### src/rtl/two_class_oldest_first_queue_core_macros.svh
// assertion macros shared by the queue core modules
`ifndef TWO_CLASS_OLDEST_FIRST_QUEUE_CORE_MACROS_SVH
`define TWO_CLASS_OLDEST_FIRST_QUEUE_CORE_MACROS_SVH

// same-cycle implication, checked outside reset
`define TCQ_ASSERT_NOW(label, ante, cons, msg) \
  label: assert property (@(posedge clk) disable iff (!rst_n) (ante) |-> (cons)) \
    else $error(msg);

// next-cycle implication, checked outside reset
`define TCQ_ASSERT_NEXT(label, ante, cons, msg) \
  label: assert property (@(posedge clk) disable iff (!rst_n) (ante) |=> (cons)) \
    else $error(msg);

`endif

### src/rtl/tcq_pkg.sv
// shared types and constants of the two-class oldest-first queue
`timescale 1ns / 1ps
package tcq_pkg;

  localparam int TCQ_DEPTH_DEF = 16;
  localparam int FUNC_W        = 3;
  localparam int TAG_W         = 16;
  localparam int STAMP_W       = 16;
  localparam int STATUS_W      = 2;

  // request codes
  localparam logic [FUNC_W-1:0] FUNC_ENQ_DOG = 3'd0;
  localparam logic [FUNC_W-1:0] FUNC_ENQ_CAT = 3'd1;
  localparam logic [FUNC_W-1:0] FUNC_DEQ_ANY = 3'd2;
  localparam logic [FUNC_W-1:0] FUNC_DEQ_DOG = 3'd3;
  localparam logic [FUNC_W-1:0] FUNC_DEQ_CAT = 3'd4;

  // result status codes
  localparam logic [STATUS_W-1:0] STATUS_OK    = 2'd0;
  localparam logic [STATUS_W-1:0] STATUS_FULL  = 2'd1;
  localparam logic [STATUS_W-1:0] STATUS_EMPTY = 2'd2;

  // item classes
  localparam logic KIND_DOG = 1'b0;
  localparam logic KIND_CAT = 1'b1;

  // controller to datapath commands
  typedef struct packed {
    logic capture;
    logic commit;
  } tcq_cmd_t;

endpackage

### src/rtl/tcq_if.sv
// request and result channel interfaces
`timescale 1ns / 1ps
interface tcq_in_if
  import tcq_pkg::*;
();
  logic              valid;
  logic              ready;
  logic [FUNC_W-1:0] func;
  logic [TAG_W-1:0]  item_tag;

  modport source (output valid, output func, output item_tag, input ready);
  modport sink   (input valid, input func, input item_tag, output ready);
endinterface

interface tcq_out_if
  import tcq_pkg::*;
();
  logic                valid;
  logic                ready;
  logic [STATUS_W-1:0] status;
  logic                kind;
  logic [TAG_W-1:0]    out_tag;
  logic [STAMP_W-1:0]  out_stamp;

  modport source (output valid, output status, output kind, output out_tag,
                  output out_stamp, input ready);
  modport sink   (input valid, input status, input kind, input out_tag,
                  input out_stamp, output ready);
endinterface

### src/rtl/tcq_datapath.sv
// class stores, head pointers, counts, stamp counter and result register
`timescale 1ns / 1ps
`include "two_class_oldest_first_queue_core_macros.svh"
module tcq_datapath
  import tcq_pkg::*;
#(
  parameter int DEPTH = TCQ_DEPTH_DEF
) (
  input  logic                clk,
  input  logic                rst_n,
  input  tcq_cmd_t            cmd,
  input  logic [FUNC_W-1:0]   func_i,
  input  logic [TAG_W-1:0]    tag_i,
  output logic [STATUS_W-1:0] status_o,
  output logic                kind_o,
  output logic [TAG_W-1:0]    tag_o,
  output logic [STAMP_W-1:0]  stamp_o
);

  localparam int PTR_W   = (DEPTH > 1) ? $clog2(DEPTH) : 1;
  localparam int CNT_W   = $clog2(DEPTH + 1);
  localparam int SUM_W   = PTR_W + 1;
  localparam int ENTRY_W = STAMP_W + TAG_W;

  localparam logic [CNT_W-1:0] CNT_FULL = CNT_W'(DEPTH);
  localparam logic [PTR_W-1:0] PTR_LAST = PTR_W'(DEPTH - 1);
  localparam logic [SUM_W-1:0] SUM_WRAP = SUM_W'(DEPTH);

  // captured request
  logic [FUNC_W-1:0] func_r;
  logic [TAG_W-1:0]  tag_r;

  // class stores and their registered head reads
  logic [ENTRY_W-1:0] dog_mem [DEPTH];
  logic [ENTRY_W-1:0] cat_mem [DEPTH];
  logic [ENTRY_W-1:0] dog_rd_r, cat_rd_r;

  // queue bookkeeping
  logic [PTR_W-1:0]   dog_head_r, dog_head_nxt, cat_head_r, cat_head_nxt;
  logic [CNT_W-1:0]   dog_count_r, dog_count_nxt, cat_count_r, cat_count_nxt;
  logic [STAMP_W-1:0] ctr_r, ctr_nxt;

  // result register
  logic [STATUS_W-1:0] status_r, status_nxt;
  logic                kind_r, kind_nxt;
  logic [TAG_W-1:0]    tag_out_r, tag_out_nxt;
  logic [STAMP_W-1:0]  stamp_r, stamp_nxt;

  logic               dog_empty, cat_empty, dog_full, cat_full;
  logic               push_dog, push_cat, pop_dog, pop_cat;
  logic [STAMP_W-1:0] stamp_new, stamp_diff;
  logic [SUM_W-1:0]   dog_sum, cat_sum;
  logic [PTR_W-1:0]   dog_tail, cat_tail;

  // request capture
  always_ff @(posedge clk) begin
    if (cmd.capture) begin
      func_r <= func_i;
      tag_r  <= tag_i;
    end
  end

  assign dog_empty  = (dog_count_r == '0);
  assign cat_empty  = (cat_count_r == '0);
  assign dog_full   = (dog_count_r == CNT_FULL);
  assign cat_full   = (cat_count_r == CNT_FULL);
  assign stamp_new  = ctr_r + STAMP_W'(1);
  assign stamp_diff = dog_rd_r[ENTRY_W-1:TAG_W] - cat_rd_r[ENTRY_W-1:TAG_W];

  // tail slot = head + count, folded once
  assign dog_sum  = SUM_W'(dog_head_r) + SUM_W'(dog_count_r);
  assign cat_sum  = SUM_W'(cat_head_r) + SUM_W'(cat_count_r);
  assign dog_tail = (dog_sum >= SUM_WRAP) ? PTR_W'(dog_sum - SUM_WRAP) : PTR_W'(dog_sum);
  assign cat_tail = (cat_sum >= SUM_WRAP) ? PTR_W'(cat_sum - SUM_WRAP) : PTR_W'(cat_sum);

  // request decode and result forming
  always_comb begin
    push_dog    = 1'b0;
    push_cat    = 1'b0;
    pop_dog     = 1'b0;
    pop_cat     = 1'b0;
    status_nxt  = STATUS_OK;
    kind_nxt    = KIND_DOG;
    unique case (func_r)
      FUNC_ENQ_DOG: begin
        kind_nxt = KIND_DOG;
        if (dog_full) status_nxt = STATUS_FULL;
        else          push_dog   = 1'b1;
      end
      FUNC_ENQ_CAT: begin
        kind_nxt = KIND_CAT;
        if (cat_full) status_nxt = STATUS_FULL;
        else          push_cat   = 1'b1;
      end
      FUNC_DEQ_ANY: begin
        if (dog_empty && cat_empty) begin
          status_nxt = STATUS_EMPTY;
        end else if (dog_empty || (!cat_empty && !stamp_diff[STAMP_W-1])) begin
          pop_cat  = 1'b1;
          kind_nxt = KIND_CAT;
        end else begin
          pop_dog  = 1'b1;
        end
      end
      FUNC_DEQ_DOG: begin
        kind_nxt = KIND_DOG;
        if (dog_empty) status_nxt = STATUS_EMPTY;
        else           pop_dog    = 1'b1;
      end
      FUNC_DEQ_CAT: begin
        kind_nxt = KIND_CAT;
        if (cat_empty) status_nxt = STATUS_EMPTY;
        else           pop_cat    = 1'b1;
      end
      default: begin
        status_nxt = STATUS_OK;
      end
    endcase

    tag_out_nxt = '0;
    stamp_nxt   = '0;
    if (pop_dog) begin
      tag_out_nxt = dog_rd_r[TAG_W-1:0];
      stamp_nxt   = dog_rd_r[ENTRY_W-1:TAG_W];
    end else if (pop_cat) begin
      tag_out_nxt = cat_rd_r[TAG_W-1:0];
      stamp_nxt   = cat_rd_r[ENTRY_W-1:TAG_W];
    end else if (push_dog || push_cat) begin
      stamp_nxt   = stamp_new;
    end
  end

  // bookkeeping next values
  always_comb begin
    dog_head_nxt  = dog_head_r;
    cat_head_nxt  = cat_head_r;
    dog_count_nxt = dog_count_r;
    cat_count_nxt = cat_count_r;
    ctr_nxt       = ctr_r;
    if (cmd.commit) begin
      if (push_dog || push_cat) ctr_nxt = stamp_new;
      if (push_dog) dog_count_nxt = dog_count_r + CNT_W'(1);
      if (push_cat) cat_count_nxt = cat_count_r + CNT_W'(1);
      if (pop_dog) begin
        dog_count_nxt = dog_count_r - CNT_W'(1);
        dog_head_nxt  = (dog_head_r == PTR_LAST) ? '0 : dog_head_r + PTR_W'(1);
      end
      if (pop_cat) begin
        cat_count_nxt = cat_count_r - CNT_W'(1);
        cat_head_nxt  = (cat_head_r == PTR_LAST) ? '0 : cat_head_r + PTR_W'(1);
      end
    end
  end

  always_ff @(posedge clk) begin
    if (!rst_n) begin
      dog_head_r  <= '0;
      cat_head_r  <= '0;
      dog_count_r <= '0;
      cat_count_r <= '0;
      ctr_r       <= '0;
    end else begin
      dog_head_r  <= dog_head_nxt;
      cat_head_r  <= cat_head_nxt;
      dog_count_r <= dog_count_nxt;
      cat_count_r <= cat_count_nxt;
      ctr_r       <= ctr_nxt;
    end
  end

  // dog store: tail write, head read
  always_ff @(posedge clk) begin
    if (cmd.commit && push_dog) begin
      dog_mem[dog_tail] <= {stamp_new, tag_r};
    end
    dog_rd_r <= dog_mem[dog_head_r];
  end

  // cat store: tail write, head read
  always_ff @(posedge clk) begin
    if (cmd.commit && push_cat) begin
      cat_mem[cat_tail] <= {stamp_new, tag_r};
    end
    cat_rd_r <= cat_mem[cat_head_r];
  end

  // result register
  always_ff @(posedge clk) begin
    if (cmd.commit) begin
      status_r  <= status_nxt;
      kind_r    <= kind_nxt;
      tag_out_r <= tag_out_nxt;
      stamp_r   <= stamp_nxt;
    end
  end

  assign status_o = status_r;
  assign kind_o   = kind_r;
  assign tag_o    = tag_out_r;
  assign stamp_o  = stamp_r;

  `TCQ_ASSERT_NOW(a_dog_count_bound, 1'b1, dog_count_r <= CNT_FULL, "dog count above depth")
  `TCQ_ASSERT_NOW(a_cat_count_bound, 1'b1, cat_count_r <= CNT_FULL, "cat count above depth")
  `TCQ_ASSERT_NEXT(a_ctr_hold, !cmd.commit, ctr_r == $past(ctr_r),
                   "stamp counter moved without a commit")

endmodule

### src/rtl/tcq_ctrl.sv
// request sequencer and result valid control
`timescale 1ns / 1ps
`include "two_class_oldest_first_queue_core_macros.svh"
module tcq_ctrl
  import tcq_pkg::*;
(
  input  logic     clk,
  input  logic     rst_n,
  input  logic     in_valid,
  output logic     in_ready,
  output logic     out_valid,
  input  logic     out_ready,
  output tcq_cmd_t cmd
);

  typedef enum logic [1:0] {
    ST_IDLE = 2'b01,
    ST_EXEC = 2'b10
  } tcq_state_t;

  tcq_state_t state_r, state_nxt;
  logic       out_valid_r, out_valid_nxt;
  logic       accept, commit;

  assign in_ready = (state_r == ST_IDLE);
  assign accept   = in_valid && in_ready;
  // finish once the result slot is free or being emptied
  assign commit   = (state_r == ST_EXEC) && (!out_valid_r || out_ready);

  // state sequencing
  always_comb begin
    state_nxt = state_r;
    unique case (state_r)
      ST_IDLE: begin
        if (accept) state_nxt = ST_EXEC;
      end
      ST_EXEC: begin
        if (commit) state_nxt = ST_IDLE;
      end
      default: begin
        state_nxt = ST_IDLE;
      end
    endcase
  end

  // result valid flag
  always_comb begin
    out_valid_nxt = out_valid_r;
    if (commit)         out_valid_nxt = 1'b1;
    else if (out_ready) out_valid_nxt = 1'b0;
  end

  always_ff @(posedge clk) begin
    if (!rst_n) begin
      state_r     <= ST_IDLE;
      out_valid_r <= 1'b0;
    end else begin
      state_r     <= state_nxt;
      out_valid_r <= out_valid_nxt;
    end
  end

  assign out_valid   = out_valid_r;
  assign cmd.capture = accept;
  assign cmd.commit  = commit;

  `TCQ_ASSERT_NEXT(a_accept_to_exec, accept, state_r == ST_EXEC,
                   "accepted request did not enter execution")
  `TCQ_ASSERT_NEXT(a_commit_shows, commit, out_valid_r,
                   "committed result not presented")
  `TCQ_ASSERT_NOW(a_no_overwrite, out_valid_r && !out_ready, !commit,
                  "result overwritten before taken")
  `TCQ_ASSERT_NOW(a_no_accept_busy, state_r == ST_EXEC, !accept,
                  "request accepted while busy")

endmodule

### src/rtl/two_class_oldest_first_queue_core.sv
// top level of the two-class oldest-first queue
//
//   channel   dir  handshake          payload
//   in_chan   in   valid/ready        func[2:0], item_tag[15:0]
//   out_chan  out  valid/ready        status[1:0], kind, out_tag[15:0], out_stamp[15:0]
//
// each request is accepted and then executed; execution uses the
// registered head reads of both class stores and writes back store and pointers.
// execute waits while a previous result is held and not taken; a new request
// is accepted while a result waits. rst_n is synchronous, active low; the
// stores need no clearing pass; pointers, counts, stamp counter and sequencer reset.
`timescale 1ns / 1ps
module two_class_oldest_first_queue_core
  import tcq_pkg::*;
#(
  parameter int DEPTH = TCQ_DEPTH_DEF
) (
  input  logic     clk,
  input  logic     rst_n,
  tcq_in_if.sink   in_chan,
  tcq_out_if.source out_chan
);

  tcq_cmd_t cmd;

  // sequencer
  tcq_ctrl u_ctrl (
    .clk       (clk),
    .rst_n     (rst_n),
    .in_valid  (in_chan.valid),
    .in_ready  (in_chan.ready),
    .out_valid (out_chan.valid),
    .out_ready (out_chan.ready),
    .cmd       (cmd)
  );

  // queue storage and result forming
  tcq_datapath #(
    .DEPTH (DEPTH)
  ) u_datapath (
    .clk      (clk),
    .rst_n    (rst_n),
    .cmd      (cmd),
    .func_i   (in_chan.func),
    .tag_i    (in_chan.item_tag),
    .status_o (out_chan.status),
    .kind_o   (out_chan.kind),
    .tag_o    (out_chan.out_tag),
    .stamp_o  (out_chan.out_stamp)
  );

endmodule

### src/flat_wrapper.sv
// flat-port wrapper written by rule: the top's interface ports become plain ports
module two_class_oldest_first_queue_core_flat import tcq_pkg::*;
#(
  parameter int DEPTH = TCQ_DEPTH_DEF
)
  (clk, rst_n, in_chan_valid, in_chan_func, in_chan_item_tag, in_chan_ready, out_chan_valid, out_chan_status, out_chan_kind, out_chan_out_tag, out_chan_out_stamp, out_chan_ready);
  tcq_in_if in_chan_i ();
  tcq_out_if out_chan_i ();
  input  logic clk;
  input  logic rst_n;
  input wire logic [$bits(in_chan_i.valid)-1:0] in_chan_valid;
  input wire logic [$bits(in_chan_i.func)-1:0] in_chan_func;
  input wire logic [$bits(in_chan_i.item_tag)-1:0] in_chan_item_tag;
  output wire logic [$bits(in_chan_i.ready)-1:0] in_chan_ready;
  output wire logic [$bits(out_chan_i.valid)-1:0] out_chan_valid;
  output wire logic [$bits(out_chan_i.status)-1:0] out_chan_status;
  output wire logic [$bits(out_chan_i.kind)-1:0] out_chan_kind;
  output wire logic [$bits(out_chan_i.out_tag)-1:0] out_chan_out_tag;
  output wire logic [$bits(out_chan_i.out_stamp)-1:0] out_chan_out_stamp;
  input wire logic [$bits(out_chan_i.ready)-1:0] out_chan_ready;
  assign in_chan_i.valid = in_chan_valid;
  assign in_chan_i.func = in_chan_func;
  assign in_chan_i.item_tag = in_chan_item_tag;
  assign in_chan_ready = in_chan_i.ready;
  assign out_chan_valid = out_chan_i.valid;
  assign out_chan_status = out_chan_i.status;
  assign out_chan_kind = out_chan_i.kind;
  assign out_chan_out_tag = out_chan_i.out_tag;
  assign out_chan_out_stamp = out_chan_i.out_stamp;
  assign out_chan_i.ready = out_chan_ready;
  two_class_oldest_first_queue_core #(.DEPTH(DEPTH)) u_core (.clk(clk), .rst_n(rst_n), .in_chan(in_chan_i), .out_chan(out_chan_i));
endmodule
### config.mk
export PLATFORM = sky130hd
export DESIGN_NAME = two_class_oldest_first_queue_core_flat
export DESIGN_NICKNAME = d
export VERILOG_FILES = /design/src/rtl/tcq_pkg.sv /design/src/rtl/tcq_if.sv /design/src/rtl/tcq_datapath.sv /design/src/rtl/tcq_ctrl.sv /design/src/rtl/two_class_oldest_first_queue_core.sv /design/src/flat_wrapper.sv
export VERILOG_INCLUDE_DIRS = /design/src /design/src/rtl
export SDC_FILE = /design/constraint.sdc
export NUM_CORES = 1
export LEC_CHECK = 0
export BUFFER_PORTS_ARGS = -buffer_cell sky130_fd_sc_hd__buf_2
export CAP_MARGIN = 20
export CORE_MARGIN = 3
export CORE_UTILIZATION = 24
export CTS_CLUSTER_DIAMETER = 60
export DETAILED_ROUTE_END_ITERATION = 10
export HOLD_SLACK_MARGIN = 0.12
export PLACE_DENSITY = 0.46
export SETUP_SLACK_MARGIN = 0.3
export SYNTH_ARGS = -nofsm -noshare
export SYNTH_HDL_FRONTEND = slang
export SYNTH_SLANG_ARGS = --single-unit
### constraint.sdc
create_clock -name clk -period 5.7 [get_ports clk]
set_input_delay 0.57 -clock clk [delete_from_list [all_inputs] [get_ports clk]]
set_output_delay 0.57 -clock clk [all_outputs]
set_load 0.03 [all_outputs]
==> load_flow_metrics.sql, run 1 <==
INSERT INTO impl_metrics (metric_group, metric, value, unit) VALUES
('setup_path', 'largest_stage_delay_on_the_critical_path', '0.71', 'ns'),
('sta', 'layout_worst_path_cycle_share', '76.1', '%'),
('finish', 'num-nets-final', '2277', ''),
('clock_network', 'clock_tree_from_tritoncts', 'done', ''),
('synth', 'combinational_family_with_the_most_area_after_synthesis', 'multiplexers', ''),
('synth', 'synth_compound_gate_area_share', '1.96', '%'),
('placement', 'placed_cell_area', '0.0489', 'sq mm'),
('grt', 'grt_pass1_wl', '170000', 'microns'),
('setup_path', 'worst_r2r_startpoint', 'u_core.u_ctrl.state_r[0]$_SDFFE_PN1P_', ''),
('power_and_ir_drop', 'power.internal', '14500', 'uW'),
('drt', 'vias_per_cell', '4.44', ''),
('synth', 'postSynth.topFlopCell', 'sky130_fd_sc_hd__edfxtp_1', ''),
('placement', 'port_buffers', '59', ''),
('power_and_ir_drop', 'pwr-share-seq', '52.1', '%'),
('power_and_ir_drop', 'power_density', '336', 'mW/mm^2'),
('grt', 'grt_start_max_net_pins', '95', ''),
('drt', 'route.vias.total', '21300', ''),
('setup_path', 'start_kind', 'input port', ''),
('worst_hold_path', 'timing.hold.worst.class', 'input port to flop', ''),
('drt', 'final_antenna_net_count', '0', ''),
('drt', 'drt-wirelength-per-cell', '24.8', 'microns'),
('drt', 'dr.pass1.iters', '7', ''),
('clock_network', 'maximum_root_to_sink_buffer_count', '3', ''),
('power_and_ir_drop', 'combinationalPowerShare', '0.9', '%'),
('grt', 'grt_util_all_layers', '12.3', '%'),
('setup_path', 'timing.critical_path.required', '6.13', 'ns'),
('setup_path', 'worstSetupPathType', 'input port to flop', ''),
('synth', 'synthXorXnorAreaFrac', '0.802', '%'),
('finish', 'area_delta_synth_final', '20.3', '%'),
('setup_path', 'critPathMostFrequentCell', 'sky130_fd_sc_hd__nand2b_1', ''),
('floorplanning', 'fp.dieArea', '0.192', 'sq mm'),
('synth', 'synth_mux_area_share', '16.2', '%'),
('drt', 'final_wl', '119000', 'microns'),
('run_status', 'run_status', 'finished clean', ''),
('floorplanning', 'number_of_primary_i_o_pins', '60', ''),
('grt', 'grt-ovfl-total', '0', ''),
('worst_hold_path', 'min_path_cells', '3', ''),
('setup_path', 'worst_setup_path_end_kind', 'flop', ''),
('sta', 'final-max-slew-violation-count', '0', ''),
('clock_network', 'post_cts.repair.setup_buffers', '0', ''),
('setup_path', 'r2r-end', 'u_core.u_datapath.dog_mem[12][28]$_DFFE_PP_', ''),
('synth', 'number_of_distinct_library_cells_after_synthesis', '53', ''),
('synth', 'postSynthRegisterBits', '1179', ''),
('finish', 'layout-drive-gt1-share', '31.1', '%'),
('power_and_ir_drop', 'p_sw', '3620', 'uW'),
('setup_path', 'crit_path_max_fanout', '21', ''),
('synth', 'simple_gate_area_share_of_the_yosys_netlist', '2.14', '%'),
('synth', 'syn-num-nets', '2070', ''),
('finish', 'layout.cells.most_common', 'sky130_fd_sc_hd__edfxtp_1', ''),
('floorplanning', 'die_h', '438', 'microns'),
('synth', 'ys_async_sr_fraction', '0', '%'),
('sta', 'maxClockFrequency', '0.230', 'GHz'),
('synth', 'post_synth.cell_area_avg', '22.2', 'sq um'),
('floorplanning', 'initial_core_util', '24.3', '%'),
('clock_network', 'worstSkewPairLatency', '0.75', 'ns'),
('finish', 'stdcell_count', '4796', ''),
('sta', 'grt_setup_unrepaired', 'no', ''),
('sta', 'final-setup-viol-count', '0', ''),
('synth', 'synthAdderAreaFrac', '0.990', '%'),
('clock_network', 'root_buffer_cell', 'sky130_fd_sc_hd__clkbuf_16', ''),
('synth', 'count_of_flip_flops_with_a_built_in_enable_after_synthesis', '1078', ''),
('power_and_ir_drop', 'clock_power_share', '47.0', '%'),
('synth', 'synthesis.area', '0.0448', 'sq mm'),
('placement', 'place.gp.congestion', '0.788', ''),
('sta', 'final.setup_skew', '0.0305', 'ns'),
('sta', 'setup-tns-final', '0', 'ns'),
('finish', 'filler_cell_count', '17900', ''),
('setup_path', 'critical_path.cell_chain', 'dlygate4sd3_1, buf_2, nand2b_1, nand2b_1, inv_2, nand4b_1, or3_1, nor2_4, buf_4', ''),
('placement', 'detailedPlacementHpwl', '70200', 'microns'),
('grt', 'antenna_found_initial', '2', ''),
('synth', 'seq_area_frac_synth', '76.8', '%');
-- logic make-up after synthesis --
logic type / count (synthesis)
compound gates: 125
xor+xnor: 41
fa+ha+maj: 33
buf+inv: 120
flops: 1179
mux: 323
simple gates: 193
-- power by group through the flow --
| stage | sequential (uW) | combinational [uW] | clock [uW] |
|---|---|---|---|
| finish | 9420 | 163 | 8490 |
| global route | 9420 | 176 | 9070 |
| CTS | 9460 | 103 | 8730 |
| detailed placement | 9640 | 91.7 | 0 |
| global placement | 9640 | 79.4 | 0 |
| floorplan | 9620 | 27.8 | 0 |
-- through the flow --
stage	utilization, %	setup slack (ns)	hold slack, ns	total power, uW
3_3_place_gp	26.5	1.32	0.479	9720
2_1_floorplan	-	1.28	0.462	9640
4_1_cts	29.0	1.45	0.164	18300
3_5_place_dp	26.5	1.21	0.505	9730
5_1_grt	29.2	1.28	0.199	18700
6_report	29.2	1.36	0.234	18100
-- critical path, delay by kind of cell --
family	cells	cell delay [ns]
AND/OR/NAND/NOR	5	2.56
buffers and inverters	4	1.60
-- flip-flops by register name, indices dropped and copies added, names as in the netlist, 16 cells and up --
signal                      flops
u_core.u_datapath.dog_mem     512
u_core.u_datapath.tag_o        16
u_core.u_datapath.ctr_r        16
u_core.u_datapath.cat_mem     512
u_core.u_datapath.tag_r        16
u_core.u_datapath.dog_rd_r     32
u_core.u_datapath.stamp_o      16
u_core.u_datapath.cat_rd_r     32
-- worst max path at each step --
stage / start / end / slack [ns] / depth (start not counted)
final: out_chan_ready / u_core.u_datapath.dog_mem[12][28]$_DFFE_PP_ / 1.36 / 9
after global routing: out_chan_ready / u_core.u_datapath.dog_mem[11][0]$_DFFE_PP_ / 1.28 / 10
after CTS: u_core.u_ctrl.state_r[0]$_SDFFE_PN1P_ / u_core.u_datapath.dog_mem[12][28]$_DFFE_PP_ / 1.45 / 7
after detailed placement: out_chan_ready / u_core.u_datapath.dog_mem[12][30]$_DFFE_PP_ / 1.21 / 8
after global placement: out_chan_ready / u_core.u_datapath.dog_mem[12][27]$_DFFE_PP_ / 1.32 / 8
after floorplan: out_chan_ready / u_core.u_datapath.cat_mem[10][0]$_DFFE_PP_ / 1.28 / 7
-- final cells by class --
type,count,area (sq um),share of cell area [%]
repair buffers,160,1510,2.81
inverters,30,113,0.209
well taps,2464,3080,5.73
multi-input cells,715,10300,19.2
diodes,4,10.0,0.0186
flip-flops and latches,1179,34400,63.9
clock buffers,193,3890,7.24
clock inverters,51,464,0.862
-- cell usage after synthesis (3+ instances only) --
master | instances | area share [%]
sky130_fd_sc_hd__a21o_1 | 7 | 0.12
sky130_fd_sc_hd__a21oi_1 | 34 | 0.38
sky130_fd_sc_hd__a221o_1 | 17 | 0.38
sky130_fd_sc_hd__a22o_1 | 16 | 0.31
sky130_fd_sc_hd__a31oi_1 | 4 | 0.056
sky130_fd_sc_hd__and2_1 | 4 | 0.056
sky130_fd_sc_hd__and3_1 | 5 | 0.070
sky130_fd_sc_hd__buf_1 | 9 | 0.075
sky130_fd_sc_hd__buf_2 | 22 | 0.25
sky130_fd_sc_hd__clkbuf_1 | 57 | 0.48
sky130_fd_sc_hd__dfxtp_1 | 101 | 4.5
sky130_fd_sc_hd__edfxtp_1 | 1078 | 72
sky130_fd_sc_hd__fa_1 | 4 | 0.18
sky130_fd_sc_hd__ha_1 | 29 | 0.81
sky130_fd_sc_hd__inv_1 | 28 | 0.23
sky130_fd_sc_hd__mux2i_1 | 3 | 0.067
sky130_fd_sc_hd__mux4_2 | 320 | 16
sky130_fd_sc_hd__nand2_1 | 34 | 0.29
sky130_fd_sc_hd__nand2b_1 | 8 | 0.11
sky130_fd_sc_hd__nand3_1 | 17 | 0.19
sky130_fd_sc_hd__nand3b_1 | 3 | 0.050
sky130_fd_sc_hd__nand4_1 | 4 | 0.056
sky130_fd_sc_hd__nor2_1 | 66 | 0.55
sky130_fd_sc_hd__nor2b_1 | 18 | 0.25
sky130_fd_sc_hd__nor3_1 | 9 | 0.10
sky130_fd_sc_hd__o211ai_1 | 7 | 0.12
sky130_fd_sc_hd__o21ai_0 | 23 | 0.26
sky130_fd_sc_hd__o31ai_1 | 3 | 0.050
sky130_fd_sc_hd__or2_2 | 3 | 0.042
sky130_fd_sc_hd__or3_1 | 11 | 0.15
sky130_fd_sc_hd__xnor2_1 | 23 | 0.45
sky130_fd_sc_hd__xor2_1 | 18 | 0.35
-- layer usage --
metal	vias to the layer above	routed length (microns)	global-route usage [%]
li1	8857	-	-
met1	11700	53600	17.2
met2	590	57000	19.8
met3	150	5910	2.31
met4	0	2250	3.03
met5	-	0	0
-- repair_timing --
action	CTS	global route
hold endpoints to repair	20	0
hold buffers	20	0
resized for setup	0	0
setup endpoints to repair	0	0
Power figures use the tool's default switching activity.
==> inputs of run 2 (changes only) <==
--- a/config.mk
+++ b/config.mk
@@ -6,6 +6,7 @@
 export SDC_FILE = /design/constraint.sdc
 export NUM_CORES = 1
 export LEC_CHECK = 0
+export ABC_AREA = 1
 export BUFFER_PORTS_ARGS = -buffer_cell sky130_fd_sc_hd__buf_2
 export CAP_MARGIN = 20
 export CORE_MARGIN = 3
==> constraint.sdc (replaced) <==
create_clock -name clk -period 4.4 [get_ports clk]
set_input_delay 0.44 -clock clk [delete_from_list [all_inputs] [get_ports clk]]
set_output_delay 0.44 -clock clk [all_outputs]
set_load 0.03 [all_outputs]
==> load_flow_metrics.sql, run 2 <==
INSERT INTO impl_metrics (metric_group, metric, value, unit) VALUES
('placement', 'place.gp.congestion', '0.752', ''),
('setup_path', 'start_kind', 'flop', ''),
('floorplanning', 'fp.dieArea', '0.197', 'sq mm'),
('synth', 'count_of_flip_flops_with_a_built_in_enable_after_synthesis', '1078', ''),
('synth', 'yosysTopAreaCellShare', '70.5', '%'),
('clock_network', 'post_cts.repair.setup_buffers', '0', ''),
('sta', 'grt_setup_unrepaired', 'no', ''),
('power_and_ir_drop', 'power.leakage', '0.0171', 'uW'),
('worst_hold_path', 'timing.hold.worst.class', 'input port to flop', ''),
('synth', 'postSynthRegisterBits', '1179', ''),
('setup_path', 'worst_r2r_startpoint', 'u_core.u_datapath.dog_head_r[0]$_SDFFE_PN0P_', ''),
('floorplanning', 'initial_core_util', '24.3', '%'),
('finish', 'num-nets-final', '3484', ''),
('synth', 'synthesis.area', '0.0459', 'sq mm'),
('clock_network', 'maximum_root_to_sink_buffer_count', '3', ''),
('setup_path', 'timing.critical_path.from', 'u_core.u_datapath.dog_head_r[0]$_SDFFE_PN0P_', ''),
('finish', 'layout.cells.most_common_list', 'sky130_fd_sc_hd__edfxtp_1 (1078), sky130_fd_sc_hd__nor2_1 (597), sky130_fd_sc_hd__o21ai_0 (273), sky130_fd_sc_hd__nand2_1 (252), sky130_fd_sc_hd__o32ai_1 (155)', ''),
('setup_path', 'crit_path_max_fanout', '194', ''),
('placement', 'detailedPlacementHpwl', '72000', 'microns'),
('sta', 'maxClockFrequency', '0.304', 'GHz'),
('finish', 'filler_cell_count', '19100', ''),
('setup_path', 'critPathMostFrequentCell', 'sky130_fd_sc_hd__nand3_1', ''),
('synth', 'syn-num-nets', '3372', ''),
('grt', 'grt-ovfl-total', '0', ''),
('drt', 'vias_per_cell', '4.52', ''),
('run_status', 'run_status', 'finished clean', ''),
('finish', 'layout.cells.most_common', 'sky130_fd_sc_hd__edfxtp_1', ''),
('synth', 'postSynth.topFlopCell', 'sky130_fd_sc_hd__edfxtp_1', ''),
('clock_network', 'clk_transition_reported_paths', '0.06', 'ns'),
('sta', 'final-setup-viol-count', '0', ''),
('setup_path', 'largest_stage_delay_on_the_critical_path', '0.65', 'ns'),
('drt', 'drt-wirelength-per-cell', '21.2', 'microns'),
('clock_network', 'cts_repair_resize_count', '0', ''),
('setup_path', 'critical_path.cell_chain', 'buf_4, buf_12, mux2i_1, o221ai_1, nand3_1, nand3_1', ''),
('grt', 'via_count_of_the_first_global_routing_pass', '27300', ''),
('synth', 'post_synth.cell_area_avg', '13.8', 'sq um'),
('sta', 'hold_violations', '0', ''),
('clock_network', 'worstSkewPairLatency', '0.76', 'ns'),
('clock_network', 'cts_sinks', '1179', ''),
('finish', 'layout-drive-gt1-share', '12.1', '%'),
('sta', 'whs', '0.232', 'ns'),
('synth', 'yosysTopAreaCell', 'sky130_fd_sc_hd__edfxtp_1', ''),
('synth', 'yosysWarnings', '0', ''),
('synth', 'syn-instance-count', '3316', ''),
('synth', 'synth_top_cells_by_count', 'sky130_fd_sc_hd__edfxtp_1 (1078), sky130_fd_sc_hd__nor2_1 (634), sky130_fd_sc_hd__o21ai_0 (273)', ''),
('synth', 'ys_async_sr_fraction', '0', '%'),
('synth', 'most_frequent_cell_after_synthesis', 'sky130_fd_sc_hd__edfxtp_1', ''),
('finish', 'area_delta_synth_final', '18.8', '%'),
('synth', 'number_of_distinct_library_cells_after_synthesis', '49', ''),
('synth', 'seq_area_frac_synth', '74.9', '%'),
('grt', 'grt_start_max_net_pins', '238', ''),
('drt', 'final_antenna_net_count', '0', ''),
('flow_run', 'drv.max_cap_violation_count', '0', ''),
('floorplanning', 'die-width', '443', 'microns'),
('setup_path', 'reg2reg_slack', '1.11', 'ns'),
('drt', 'drc_errors', '0', ''),
('power_and_ir_drop', 'power_density', '425', 'mW/mm^2'),
('sta', 'setup-tns-final', '0', 'ns'),
('setup_path', 'critPathCapture', 'u_core.u_datapath.dog_rd_r[18]$_DFF_P_', ''),
('floorplanning', 'std_cell_rows', '159', ''),
('clock_network', 'depth_of_the_cts_h_tree', '4', ''),
('placement', 'dpl.cell_count', '5769', ''),
('sta', 'fin_crit', '3.29', 'ns'),
('grt', 'grt_pass1_wl', '189000', 'microns'),
('sta', 'layout_worst_path_cycle_share', '74.7', '%'),
('clock_network', 'clock_tree_from_tritoncts', 'done', ''),
('power_and_ir_drop', 'report.power.total', '23200', 'uW'),
('finish', 'stdcell_count', '6036', ''),
('setup_path', 'timing.critical_path.required', '4.93', 'ns'),
('sta', 'final.setup_skew', '0.0441', 'ns'),
('drt', 'final_wl', '128000', 'microns'),
('setup_path', 'worst_r2r_path_depth', '6', ''),
('setup_path', 'r2r-end', 'u_core.u_datapath.dog_rd_r[18]$_DFF_P_', ''),
('worst_hold_path', 'min_path_cells', '3', ''),
('clock_network', 'cts_inserted_buffers', '131', ''),
('clock_network', 'root_buffer_cell', 'sky130_fd_sc_hd__clkbuf_16', ''),
('finish', 'largestRegisters', 'u_core.u_datapath.cat_mem (512), u_core.u_datapath.dog_mem (512)', ''),
('sta', 'worst-slew-pin-transition', '1.19', 'ns'),
('setup_path', 'cp.arrival', '3.81', 'ns'),
('setup_path', 'worst_setup_path_end_kind', 'flop', ''),
('placement', 'port_buffers', '59', ''),
('drt', 'dr.pass1.iters', '5', ''),
('sta', 'final-max-slew-violation-count', '0', ''),
('grt', 'grt_util_all_layers', '12.8', '%'),
('setup_path', 'slowest_stage', 'sky130_fd_sc_hd__buf_4', ''),
('grt', 'antenna_found_initial', '5', ''),
('drt', 'route.vias.total', '27300', ''),
('floorplanning', 'die_h', '443', 'microns'),
('synth', 'post_synth_main_area_contributors', 'sky130_fd_sc_hd__edfxtp_1 (71%), sky130_fd_sc_hd__nor2_1 (5.2%), sky130_fd_sc_hd__dfxtp_1 (4.4%)', ''),
('power_and_ir_drop', 'peakVddDrop', '0.000380', 'V'),
('sta', 'slew-limit-headroom', '20.5', '%'),
('floorplanning', 'number_of_primary_i_o_pins', '60', ''),
('setup_path', 'worstSetupPathType', 'flop to flop', ''),
('floorplanning', 'core_region_area', '0.189', 'sq mm'),
('drt', 'initialDrtViolationCount', '2289', '');
run 2: cell families after synthesis:
family	Yosys count	share of synthesized area [%]
compound gates	624	9.26
flops	1179	74.9
mux	102	2.22
simple gates	1065	9.47
fa+ha+maj	33	0.965
xor+xnor	22	0.420
buf+inv	291	2.72
run 2: layer usage:
layer / track usage (%) / wire length [microns] / up-vias
met5: 0 / 0 / -
met4: 3.49 / 2620 / 0
met3: 1.86 / 5060 / 166
met2: 22.1 / 64100 / 595
met1: 16.5 / 56100 / 13900
li1: - / - / 12600
run 2: cell type report:
| cell class | count | area, sq um | share of cell area (%) |
|---|---|---|---|
| clock buffer | 188 | 3710 | 6.80 |
| timing repair buffer | 181 | 1790 | 3.29 |
| clock inverter | 54 | 546 | 1.00 |
| inverter | 89 | 344 | 0.631 |
| antenna | 4 | 10.0 | 0.0184 |
| multi-input combinational | 1846 | 10600 | 19.4 |
| sequential | 1179 | 34400 | 63.1 |
| tap | 2495 | 3120 | 5.73 |
run 2: repair_timing:
item,4_1_cts,5_1_grt
hold endpoints to repair,22,0
endpoints found under the setup margin,0,0
hold buffers,20,0
run 2: critical path: cells and delay by family, from the launching register on:
kind                   cells  cell delay [ns]
AND/OR/NAND/NOR            2             0.39
buffers and inverters      2             1.24
flip-flops                 1             0.34
multiplexers               1             0.49
AO/OA/AOI/OAI              1             0.17
run 2: worst min-delay path by stage:
stage	slack, ns	from	endpoint
after global routing	0.22	rst_n	u_core.u_datapath.cat_count_r[4]$_SDFFE_PN0P_
after detailed placement	0.50	u_core.u_datapath.ctr_r[7]$_SDFFE_PN0P_	u_core.u_datapath.ctr_r[7]$_SDFFE_PN0P_
final	0.23	rst_n	u_core.u_datapath.cat_count_r[4]$_SDFFE_PN0P_
after CTS	0.18	rst_n	u_core.u_datapath.cat_count_r[4]$_SDFFE_PN0P_
after floorplan	0.45	u_core.u_datapath.ctr_r[7]$_SDFFE_PN0P_	u_core.u_datapath.ctr_r[7]$_SDFFE_PN0P_
after global placement	0.50	u_core.u_datapath.ctr_r[7]$_SDFFE_PN0P_	u_core.u_datapath.ctr_r[7]$_SDFFE_PN0P_
run 2: power by group:
group / internal, uW / total [uW] / leakage, uW / switching, uW
logic: 70.9 / 231 / 0.00463 / 160
clock network: 6170 / 10700 / 0.00205 / 4530
registers: 12200 / 12200 / 0.0104 / 45.6
total: 18400 / 23200 / 0.0171 / 4740
run 2: stage by stage:
stage	setup WS, ns	utilization [%]	cell area [sq um]
2_1_floorplan	0.803	-	45900
6_report	1.11	28.8	54500
5_1_grt	0.888	28.8	54500
3_3_place_gp	1.16	26.3	49700
3_5_place_dp	1.18	26.5	50000
4_1_cts	1.17	28.8	54500
